## src/hdl/tss_pkg.sv

```systemverilog
`timescale 1ns / 1ps
// Types, codes and constants of the task slot scheduler.
// No dependencies.
package tss_pkg;

  localparam int NUM_SLOTS_DEF = 16;
  localparam int SLOT_W        = 4;
  localparam int WOKEN_W       = 5;
  localparam int CFG_IDX_W     = 1;
  localparam int CFG_DATA_W    = 16;

  localparam logic [15:0] QUANTUM_RESET = 16'd10;

  localparam logic [CFG_IDX_W-1:0] REG_POLICY  = 1'd0;
  localparam logic [CFG_IDX_W-1:0] REG_QUANTUM = 1'd1;

  localparam logic POL_RR   = 1'b0;
  localparam logic POL_FCFS = 1'b1;

  typedef enum logic [2:0] {
    CMD_TICK     = 3'd0,
    CMD_RESCHED  = 3'd1,
    CMD_CREATE   = 3'd2,
    CMD_BLOCK    = 3'd3,
    CMD_WAKE_ONE = 3'd4,
    CMD_WAKE_ALL = 3'd5,
    CMD_EXIT     = 3'd6,
    CMD_REAP     = 3'd7
  } cmd_t;

  typedef enum logic [2:0] {
    SL_UNUSED  = 3'd0,
    SL_READY   = 3'd1,
    SL_RUNNING = 3'd2,
    SL_BLOCKED = 3'd3,
    SL_ZOMBIE  = 3'd4
  } slot_state_t;

  typedef enum logic [2:0] {
    FSM_CLEAR,
    FSM_IDLE,
    FSM_SCAN,
    FSM_FIN1,
    FSM_FIN2,
    FSM_OUT
  } fsm_t;

  typedef struct packed {
    slot_state_t  state;
    logic [31:0]  stamp;
    logic [15:0]  ticks;
    logic [15:0]  wait_id;
  } entry_t;

  typedef struct packed {
    logic [2:0]         cmd;
    logic [15:0]        channel;
    logic [SLOT_W-1:0]  slot;
  } req_t;

  typedef struct packed {
    logic               switched;
    logic [SLOT_W-1:0]  current_slot;
    logic [SLOT_W-1:0]  result_slot;
    logic [WOKEN_W-1:0] woken_count;
    logic               ok;
  } rsp_t;

endpackage

```

## src/hdl/task_slot_scheduler.sv

```systemverilog
`timescale 1ns / 1ps
// Task slot scheduler: slot table in one synchronous memory, scanned per command.
// Depends on tss_pkg.
//
//  port group   dir   handshake            payload
//  req          in    req_valid/req_stall  req_data (cmd, channel, slot)
//  rsp          out   rsp_valid/rsp_stall  rsp_data (switched .. ok)
//  cfg          in    cfg_we               cfg_index, cfg_data
//
// A command is taken only in FSM_IDLE: it is scanned with one read per slot (plus read
// latency), written back in FSM_FIN1 and FSM_FIN2, and its result is loaded in FSM_OUT.
// A new command is not taken before the result of the last one is loaded.
// After reset the slot memory is cleared; req_stall stays high meanwhile.
// The result register frees the scan: a new command is taken while a result waits.
// A stalled result holds the block before its next result load.
module task_slot_scheduler
  import tss_pkg::*;
#(
  parameter int NUM_SLOTS = NUM_SLOTS_DEF
) (
  input  logic                  clk,
  input  logic                  rst,
  input  logic                  req_valid,
  output logic                  req_stall,
  input  req_t                  req_data,
  output logic                  rsp_valid,
  input  logic                  rsp_stall,
  output rsp_t                  rsp_data,
  input  logic                  cfg_we,
  input  logic [CFG_IDX_W-1:0]  cfg_index,
  input  logic [CFG_DATA_W-1:0] cfg_data
);

  localparam int IW = $clog2(NUM_SLOTS);
  localparam int DW = IW + 1;
  localparam int LW = $clog2(NUM_SLOTS + 1);
  localparam int CW = IW + SLOT_W;

  entry_t mem [NUM_SLOTS];
  entry_t rd_data;

  fsm_t           state, state_next;
  logic [DW-1:0]  cnt;
  logic           dat_vld;
  logic [IW-1:0]  dat_idx;
  req_t           req_q;
  logic [IW-1:0]  running;
  logic [31:0]    stamp;
  logic [LW-1:0]  live;
  logic           policy;
  logic [15:0]    quantum;
  logic           done;
  logic           ok_q;
  logic [IW-1:0]  res_q;
  logic [WOKEN_W-1:0] woken_q;
  entry_t         cur_e;
  logic           best_found;
  logic [IW-1:0]  best_idx;
  logic [31:0]    best_stamp;
  logic [15:0]    best_wait;
  logic [DW-1:0]  best_dist;
  logic           any_rdy;
  logic           nxt_we;
  logic [IW-1:0]  cur_e_slot_q;

  logic           mem_we;
  logic [IW-1:0]  mem_waddr;
  entry_t         mem_wdata;
  logic [IW-1:0]  rd_addr;
  logic           load_out;

  logic [15:0]    q;
  entry_t         m;
  logic           hit, hit_res, hit_stamp;
  logic [DW-1:0]  rr_gap;
  logic           better;
  logic [31:0]    s_new;
  logic           disp_req, forced, cur_run, go, dec;
  logic           cur_cand, pick_cur;
  logic [31:0]    cur_stamp;
  logic           cur_we;
  entry_t         cur_wdata;
  entry_t         clr_entry;
  cmd_t           cmd;

  assign q     = (quantum == 16'd0) ? 16'd1 : quantum;
  assign s_new = stamp + 32'd1;
  assign cmd   = cmd_t'(req_q.cmd);

  // scan: per-entry modify
  always_comb begin
    m         = rd_data;
    hit       = 1'b0;
    hit_res   = 1'b0;
    hit_stamp = 1'b0;
    case (cmd)
      CMD_CREATE: begin
        if (!done && live < LW'(NUM_SLOTS) && dat_idx != '0 &&
            rd_data.state == SL_UNUSED) begin
          m.state   = SL_READY;
          m.stamp   = s_new;
          m.ticks   = q;
          m.wait_id = '0;
          hit       = 1'b1;
          hit_res   = 1'b1;
          hit_stamp = 1'b1;
        end
      end
      CMD_WAKE_ONE, CMD_WAKE_ALL: begin
        if (!(cmd == CMD_WAKE_ONE && done) && dat_idx != '0 &&
            rd_data.state == SL_BLOCKED && rd_data.wait_id == req_q.channel) begin
          m.state   = SL_READY;
          m.stamp   = s_new;
          m.wait_id = '0;
          hit       = 1'b1;
          hit_res   = 1'b1;
          hit_stamp = 1'b1;
        end
      end
      CMD_BLOCK: begin
        if (dat_idx == running && running != '0 && rd_data.state == SL_RUNNING) begin
          m.state   = SL_BLOCKED;
          m.wait_id = req_q.channel;
          hit       = 1'b1;
        end
      end
      CMD_EXIT: begin
        if (dat_idx == running && running != '0 && rd_data.state == SL_RUNNING) begin
          m.state = SL_ZOMBIE;
          hit     = 1'b1;
        end
      end
      CMD_REAP: begin
        if (CW'(dat_idx) == CW'(req_q.slot) && dat_idx != '0 && dat_idx != running &&
            rd_data.state == SL_ZOMBIE) begin
          m.state   = SL_UNUSED;
          m.stamp   = '0;
          m.ticks   = '0;
          m.wait_id = '0;
          hit       = 1'b1;
          hit_res   = 1'b1;
        end
      end
      default: ;
    endcase
  end

  // scan: candidate ranking
  always_comb begin
    if (dat_idx > running) begin
      rr_gap = {1'b0, dat_idx} - {1'b0, running} - DW'(1);
    end else begin
      rr_gap = {1'b0, dat_idx} + DW'(NUM_SLOTS) - {1'b0, running} - DW'(1);
    end
    if (policy == POL_FCFS) begin
      better = !best_found || (m.stamp < best_stamp);
    end else begin
      better = !best_found || (rr_gap < best_dist);
    end
  end

  // finish: dispatch decision
  always_comb begin
    disp_req = (cmd == CMD_TICK) || (cmd == CMD_RESCHED) ||
               (((cmd == CMD_BLOCK) || (cmd == CMD_EXIT)) && ok_q);
    forced   = (cmd != CMD_TICK);
    cur_run  = (cur_e.state == SL_RUNNING);
    go       = disp_req && (live > LW'(1)) &&
               (forced || !((running != '0 && cur_run &&
                             (policy == POL_FCFS || cur_e.ticks > 16'd1)) ||
                            (running == '0 && !any_rdy)));
    dec      = disp_req && (live > LW'(1)) && !forced && policy == POL_RR &&
               running != '0 && cur_run && cur_e.ticks > 16'd1;
    cur_cand  = cur_run || (cur_e.state == SL_READY);
    cur_stamp = cur_run ? s_new : cur_e.stamp;
    pick_cur  = cur_cand &&
                (!best_found ||
                 (policy == POL_FCFS &&
                  ((cur_stamp < best_stamp) ||
                   (cur_stamp == best_stamp && running < best_idx))));
    cur_we    = 1'b0;
    cur_wdata = cur_e;
    if (dec) begin
      cur_we          = 1'b1;
      cur_wdata.ticks = cur_e.ticks - 16'd1;
    end else if (go && pick_cur) begin
      cur_we          = 1'b1;
      cur_wdata.state = SL_RUNNING;
      cur_wdata.stamp = cur_stamp;
      cur_wdata.ticks = q;
    end else if (go && cur_run) begin
      cur_we          = 1'b1;
      cur_wdata.state = SL_READY;
      cur_wdata.stamp = s_new;
    end
  end

  always_comb begin
    clr_entry = '0;
    if (cnt == '0) begin
      clr_entry.state = SL_RUNNING;
      clr_entry.stamp = 32'd1;
      clr_entry.ticks = QUANTUM_RESET;
    end
  end

  // next state
  always_comb begin
    state_next = state;
    case (state)
      FSM_CLEAR: if (cnt == DW'(NUM_SLOTS - 1)) state_next = FSM_IDLE;
      FSM_IDLE:  if (req_valid) state_next = FSM_SCAN;
      FSM_SCAN:  if (cnt == DW'(NUM_SLOTS)) state_next = FSM_FIN1;
      FSM_FIN1:  state_next = FSM_FIN2;
      FSM_FIN2:  state_next = FSM_OUT;
      FSM_OUT:   if (!rsp_valid || !rsp_stall) state_next = FSM_IDLE;
      default:   state_next = FSM_CLEAR;
    endcase
  end

  // outputs and memory port control
  always_comb begin
    req_stall = (state != FSM_IDLE);
    load_out  = (state == FSM_OUT) && (!rsp_valid || !rsp_stall);
    rd_addr   = cnt[IW-1:0];
    mem_we    = 1'b0;
    mem_waddr = dat_idx;
    mem_wdata = m;
    case (state)
      FSM_CLEAR: begin
        mem_we    = 1'b1;
        mem_waddr = cnt[IW-1:0];
        mem_wdata = clr_entry;
      end
      FSM_SCAN: begin
        mem_we = dat_vld;
      end
      FSM_FIN1: begin
        mem_we    = cur_we;
        mem_waddr = running;
        mem_wdata = cur_wdata;
      end
      FSM_FIN2: begin
        mem_we    = nxt_we;
        mem_waddr = best_idx;
        mem_wdata = '{state: SL_RUNNING, stamp: best_stamp, ticks: q,
                      wait_id: best_wait};
      end
      default: ;
    endcase
  end

  always_ff @(posedge clk) begin
    if (mem_we) begin
      mem[mem_waddr] <= mem_wdata;
    end
    rd_data <= mem[rd_addr];
  end

  always_ff @(posedge clk) begin
    if (rst) begin
      state     <= FSM_CLEAR;
      cnt       <= '0;
      dat_vld   <= 1'b0;
      running   <= '0;
      stamp     <= 32'd1;
      live      <= LW'(1);
      policy    <= POL_RR;
      quantum   <= QUANTUM_RESET;
      rsp_valid <= 1'b0;
      nxt_we    <= 1'b0;
    end else begin
      state   <= state_next;
      dat_vld <= (state == FSM_SCAN) && (cnt < DW'(NUM_SLOTS));
      dat_idx <= cnt[IW-1:0];

      if (cfg_we) begin
        case (cfg_index)
          REG_POLICY:  policy  <= cfg_data[0];
          REG_QUANTUM: quantum <= cfg_data;
          default: ;
        endcase
      end

      case (state)
        FSM_CLEAR: begin
          cnt <= (cnt == DW'(NUM_SLOTS - 1)) ? '0 : cnt + DW'(1);
        end
        FSM_IDLE: begin
          if (req_valid) begin
            req_q      <= req_data;
            cnt        <= '0;
            done       <= 1'b0;
            ok_q       <= 1'b0;
            res_q      <= '0;
            woken_q    <= '0;
            best_found <= 1'b0;
            any_rdy    <= 1'b0;
          end
        end
        FSM_SCAN: begin
          if (cnt < DW'(NUM_SLOTS)) begin
            cnt <= cnt + DW'(1);
          end
          if (dat_vld) begin
            if (hit) begin
              done <= 1'b1;
              ok_q <= 1'b1;
              if (hit_res && !ok_q) begin
                res_q <= dat_idx;
              end
              if (hit_stamp) begin
                stamp   <= s_new;
                woken_q <= woken_q + WOKEN_W'(1);
              end
              if (cmd == CMD_CREATE) begin
                live <= live + LW'(1);
              end else if (cmd == CMD_REAP && live != '0) begin
                live <= live - LW'(1);
              end
            end
            if (dat_idx == running) begin
              cur_e <= m;
            end else if (m.state == SL_READY) begin
              if (dat_idx != '0) begin
                any_rdy <= 1'b1;
              end
              if (better) begin
                best_found <= 1'b1;
                best_idx   <= dat_idx;
                best_stamp <= m.stamp;
                best_wait  <= m.wait_id;
                best_dist  <= rr_gap;
              end
            end
          end
        end
        FSM_FIN1: begin
          nxt_we <= go && best_found && !pick_cur;
          if (go && cur_run) begin
            stamp <= s_new;
          end
          if (go && best_found && !pick_cur) begin
            running <= best_idx;
          end
        end
        FSM_FIN2: begin
          nxt_we <= 1'b0;
        end
        default: ;
      endcase

      if (load_out) begin
        rsp_valid             <= 1'b1;
        rsp_data.switched     <= (running != cur_e_slot_q);
        rsp_data.current_slot <= SLOT_W'(running);
        rsp_data.result_slot  <= SLOT_W'(res_q);
        rsp_data.woken_count  <= (cmd == CMD_WAKE_ALL) ? woken_q : '0;
        rsp_data.ok           <= (cmd == CMD_TICK || cmd == CMD_RESCHED) ? 1'b1 : ok_q;
      end else if (rsp_valid && !rsp_stall) begin
        rsp_valid <= 1'b0;
      end
    end
  end

  // slot that was current when the command was taken
  always_ff @(posedge clk) begin
    if (state == FSM_IDLE) begin
      cur_e_slot_q <= running;
    end
  end

endmodule

```

## config.mk

```make
export PLATFORM = sky130hd
export DESIGN_NAME = task_slot_scheduler
export DESIGN_NICKNAME = d
export VERILOG_FILES = /design/src/hdl/tss_pkg.sv /design/src/hdl/task_slot_scheduler.sv
export SDC_FILE = /design/constraint.sdc
export NUM_CORES = 2
export LEC_CHECK = 0
export ABC_CLOCK_PERIOD_IN_PS = 15200
export BUFFER_PORTS_ARGS = -buffer_cell sky130_fd_sc_hd__clkbuf_2
export CAP_MARGIN = 10
export CELL_PAD_IN_SITES_DETAIL_PLACEMENT = 0
export CELL_PAD_IN_SITES_GLOBAL_PLACEMENT = 2
export CORE_ASPECT_RATIO = 1.1
export CORE_MARGIN = 2
export CORE_UTILIZATION = 25
export DETAILED_ROUTE_END_ITERATION = 6
export GPL_TIMING_DRIVEN = 0
export PLACE_DENSITY = 0.52
export SLEW_MARGIN = 15
export SYNTH_ARGS = -nofsm -noshare
export SYNTH_HDL_FRONTEND = slang
export SYNTH_SLANG_ARGS = --single-unit
```

## constraint.sdc

```tcl
create_clock -name clk -period 15.2 [get_ports clk]
set_input_delay 3.04 -clock clk [delete_from_list [all_inputs] [get_ports clk]]
set_output_delay 3.04 -clock clk [all_outputs]
set_load 0.05 [all_outputs]
```

# [Yosys cells after proc, flatten, opt, wreduce, memory -nomap -nowiden]
# Memory sizes are Yosys's and may differ from the RTL's. A register that Yosys moved wholly into a read port is not among the register bits.
# Cells that the tools add are included.
[classes] eq_ne=41 muxes=78 reduce_logical=90 n_bitwise=4 add_sub_neg=11 n_lt_le_gt_ge=9
[op_table] cell="$pmux W67 S3" count=1
[op_table] cell="$mux W32" count=5
[op_table] cell="$mux W35" count=4
[op_table] cell="$mux W67" count=2
[op_table] cell="$pmux W32 S3" count=1
[op_table] cell="$mux W16" count=5
[op_table] cell="$lt A32 B32 Y1" count=2
[op_table] cell="$pmux W16 S4" count=1
[op_table] cell="$pmux W32 S2" count=1
[op_table] cell="$mux W50" count=1
[op_table] cell="$mux W5" count=9
[op_table] cell="$logic_and A1 B1 Y1" count=35
[op_table] cell="$add A32 B1 Y32 const B" count=1
[op_table] cell="$eq A32 B32 Y1" count=1
[op_table] cell="$pmux W16 S2" count=1
[op_table] cell="$mux W1" count=23
[op_table] cell="$ne A2 B2 Y1 const B" count=11
[op_table] cell="$eq A3 B2 Y1 const B" count=7
[op_table] cell="$eq A3 B3 Y1 const B" count=7
[op_table] cell="$mux W3" count=6
[op_table] cell="$pmux W3 S6" count=1
[op_table] cell="$reduce_and A6 Y1" count=3
[op_table] cell="$eq A16 B16 Y1" count=1
[op_table] cell="$gt A16 B1 Y1 const B" count=1
[op_table] cell="other kinds (44)" count=103
[totals] input_bits=45 n_memories=1 word_cells=267 ram_bits=1072 regBits=251
[memory_table] name="mem" words=16 width=67 read_ports=1 rd_clocked_by_memory_dff=1 wr=1 line_no="task_slot_scheduler.sv:39" source="entry_t mem [NUM_SLOTS];"

# [Logic depth before layout (Yosys ltp)]
[logic_depth] ltp_word=16 ltp_mapped=20 depth_no_buf=18

# [Least setup slack after synthesis]
# No wires, ideal clock.
[synth_timing] path_kind="register to register" start="reg dat_idx[3]" end="reg best_dist[0] (enable)" period_less_slack_ps=10422 path_buffers=2 setup_slack_ps=4778 required_ps=14552 setup_ps=648 arrival_time_ps=9774 path_stages_with_launch=19 cell_sequence="edfxtp_1 ha_1 nand4_1 nand3_1 o31ai_4 nand3_1 clkbuf_1 buf_2 o21ai_0 o21ai_0 ha_1 nand2_1 nor2_1 a2111oi_0 o21ai_0 o211ai_1 and4b_1 nor2_1 a2111oi_1"
[synth_rtl] element="start: declaration" line_no="task_slot_scheduler.sv:45" source="logic [IW-1:0] dat_idx;"
[synth_rtl] element="start signal: assignment" line_no="task_slot_scheduler.sv:275" source="dat_idx <= cnt[IW-1:0];"
[synth_rtl] element="end signal: assignment" line_no="task_slot_scheduler.sv:333" source="best_dist <= rr_gap;"
[synth_rtl] element="end: declaration" line_no="task_slot_scheduler.sv:61" source="logic [DW-1:0] best_dist;"

==> summary.md <==
| Metric | Value |
|---|---|
| Max IR drop VDD | `slightly above 0.09 mV` |
| Sequential Area | `roughly 40000 sq um` |
| Main synth FF type | `edfxtp_1` |
| Worst slew pin tran | `1290 ps` |
| Synth area leaders | `edfxtp_1 66%, mux4_2 13%, dfxtp_1 4.8%` |
| CP max-delay cell | `clkbuf_1` |
| CTS tree | `done` |
| I/O pin count | `62` |
| Total routing usage reported by global routing | `0.168` |
| Tmin final | `around 8500 ps` |
| Crit path largest cell delay | `840 ps` |
| Critical path startpoint category | `flip-flop` |
| Vias in the first global route | `33400` |
| Routed vias | `32600` |
| Crit path DAT | `about 9000 ps` |
| Wire per inst | `29.3 um` |
| Clock root cell | `clkbuf_16` |
| Crit-path max FO | `10` |
| Yosys reg bits | `1390` |
| RSZ-0062 raised after global routing | `false` |
| Cells resized by post-CTS repair | `0` |
| Die H | `505 um` |
| Clk_skew | `34.7 ps` |
| Post-Syn Nets | `3394` |
| Grt ovf | `0` |
| Setup violators final | `0` |
| Worst-path cell chain | `nor4_2 > nor4_1 > nand2_1 > o21ai_0 > nand3_1 > clkbuf_1 > clkbuf_1 > nand2_1 > o21ai_0 > ha_1 > a21o_1 > a21o_1 > a21oi_1 > o21ai_0 > a21o_1 > a21oi_1 > o211ai_1 > a2111oi_2 > buf_4 > buf_4 > buf_4 > buf_4 > buf_2` |
| Multi-input logic area | `approximately 16000 sq um` |
| Critical path class | `reg2reg` |
| Area after DPL | `63700 sq um` |
| Synth async-reset ratio | `0` |
| Relative slew slack | `0.142` |
| Max frequency | `roughly 120 MHz` |
| Crit. End Element | `flip-flop` |
| Hpwl dp | `136000 um` |
| DRC | `0` |
| Die width | `460 um` |
| Initial DRT Pass Iterations | `5` |
| Design area | `68600 sq um` |
| Final GP Congestion | `0.811` |
| Gate Count Post-Synth | `3261` |
| CTS Hold Buffers Added | `0` |
| Required @ worst endpoint | `15710 ps` |
| Worst-path clk slew | `approximately 60 ps` |
| Tcrit/Tclk final | `0.559` |
| Syn Area/Cell | `17.5 sq um` |
| Final Hold Fails | `0` |
| Nets@finish | `3733` |
| Hold Path Stages | `0` |
| Final std cells w/o fill | `6709` |
| Share of layout cells above drive strength 1 | `0.227` |
| PwrDens | `125 nW/um^2` |
| Number of max-cap violations | `0` |
| I/O Buffers | `61` |
| Pin count of the biggest net entering global routing | `26` |
| Slew Limit Fails | `0` |
| Die footprint | `about 230000 sq um` |
| R2R depth | `23` |
| Num rows | `roughly 180` |
| EDFF count, synth | `approximately 1300` |
| Detail Route Antenna Nets | `0` |
| Setup bufs post-CTS | `0` |
| Fillcell total | `22400` |
| Synthesized cell area | `57100 sq um` |
| Starting Density | `0.251` |
| Leakage | `22.1 nW` |
| Cell taking the most area after synthesis | `edfxtp_1` |
| Clock Path Buffers | `3` |
| Drt initial violations | `3041` |
| Placed Cells | `between 6000 and 7000` |
| Antenna violations before repair | `5` |
| Register area share after synthesis | `0.707` |
| DRT Wirelength | `196000 um` |
| Clock sink count | `1390` |
| Max H-tree Level | `4` |
| First-pass GRT wire length | `272000 um` |
| Distinct cells, synth | `between 70 and 80` |
| Core area | `228000 sq um` |
| Clk Latency, worst-skew pair | `820 ps` |
| Status | `finished, final reports clean` |
| Crit path top cell by count | `buf_4` |
| Inserted Clock Buffers | `150` |
| Yosys top cell area share | `0.659` |
| Vias per cell | `4.86` |
| Syn-to-layout area delta | `20.0%` |
| Warnings from Yosys | `0` |
| Final total power | `8.59 mW` |
| Hold/Removal Path Class | `reg2reg` |
[synthesized netlist by cell type (all sizes together), types with 5 or more instances]
library cell	number
buf	35
ha	87
a21oi	142
edfxtp	1254
a31oi	5
o22ai	25
clkbuf	142
mux4	335
nor2b	13
nand3	43
o2bb2ai	8
nand2	191
nand2b	7
a221oi	6
xor2	55
inv	76
o21ai	109
a22o	53
a211oi	18
nand3b	5
dfxtp	136
a22oi	15
a221o	29
o211ai	26
a32oi	17
o31ai	6
mux2i	9
o311ai	13
nor4	17
xnor2	35
or4	5
and3	13
nor2	173
a2111oi	6
a21o	16
nor3	25
and2	8
or3	19
nand4	31
[cells in the final DEF, fill, tap and decap left out, types with 54 or more instances in the layout]
cell	netlist	layout
o21ai_0	107	97
ha_1	87	87
dfxtp_1	136	136
xor2_1	55	55
edfxtp_1	1254	1254
mux4_2	335	335
clkbuf_16	0	153
nand2_1	191	191
clkbuf_2	0	88
inv_1	76	76
buf_12	0	54
a21oi_1	141	139
nor2_1	173	156
clkbuf_1	142	154
[critical path, delay by kind of cell (launching register included)]
| family | cells | cell delay [ps] |
|---|---|---|
| AO/OA/AOI/OAI | 10 | 2640 |
| adder cells (fa/ha/maj) | 1 | 340 |
| buffers and inverters | 7 | 2510 |
| flip-flops | 1 | 530 |
| AND/OR/NAND/NOR | 5 | 2100 |
[layer usage]
| metal | wire [um] | track usage | share of wire | vias to the layer above |
|---|---|---|---|---|
| met4 | 4480 | 0.0466 | 0.023 | 2 |
| li1 | - | - | - | 13900 |
| met2 | 95700 | 0.278 | 0.49 | 891 |
| met5 | 18 | 0 | 0.000092 | - |
| met1 | 87000 | 0.227 | 0.44 | 17600 |
| met3 | 9120 | 0.0259 | 0.046 | 205 |
[registers in the layout, indices dropped and copies added, names as in the netlist, 3 cells and up]
signal        flops
mem            1072
cur_e            67
rd_data          67
best_stamp       32
stamp            32
req_q            20
best_wait        16
quantum          16
rsp_data         15
best_dist         5
cnt               5
live              5
woken_q           5
best_idx          4
cur_e_slot_q      4
dat_idx           4
res_q             4
running           4
cmd               3
state             3
[worst paths after layout]
kind | start | endpoint | slack [ps]
hold reg to reg | res_q[2] | rsp_data[8] | 420
hold / removal | res_q[2] | rsp_data[8] | 420
setup reg to reg | dat_idx[0] | best_wait[3] | 6710
setup / recovery | dat_idx[0] | best_wait[3] | 6710
[cell type report]
cell class | instances | share of cell area
sequential | 1390 | 0.589
buffer | 177 | 0.0105
tap | 2976 | 0.0543
timing repair buffer | 187 | 0.0363
multi-input combinational | 1615 | 0.235
inverter | 79 | 0.00432
clock inverter | 78 | 0.0109
clock buffer | 202 | 0.0600
antenna | 5 | 0.000182
[through the flow]
stage	TNS (ps)	setup WS, ps	hold WS, ps	util
2_1_floorplan	0	4780	400	-
3_3_place_gp	-359140	-6310	409	0.268
6_report	0	6710	421	0.301
4_1_cts	0	6560	418	0.301
5_1_grt	0	6390	440	0.301
3_5_place_dp	0	6600	405	0.279
[logic make-up after synthesis]
family / Yosys count / synth area share
adder cells (fa/ha/maj): 88 / 0.0194
AND/OR/NAND/NOR: 567 / 0.0465
XOR/XNOR: 90 / 0.0138
AO/OA/AOI/OAI: 525 / 0.0625
flip-flops: 1390 / 0.707
buffers and inverters: 256 / 0.0170
multiplexers: 345 / 0.134
[power breakdown]
group | leakage (nW) | internal [mW] | switching, mW
clock network | 2.35 | 2.07 | 1.59
registers | 12.9 | 4.25 | 0.0661
logic | 6.83 | 0.263 | 0.354
No activity file was read; power rests on OpenSTA's default activity.
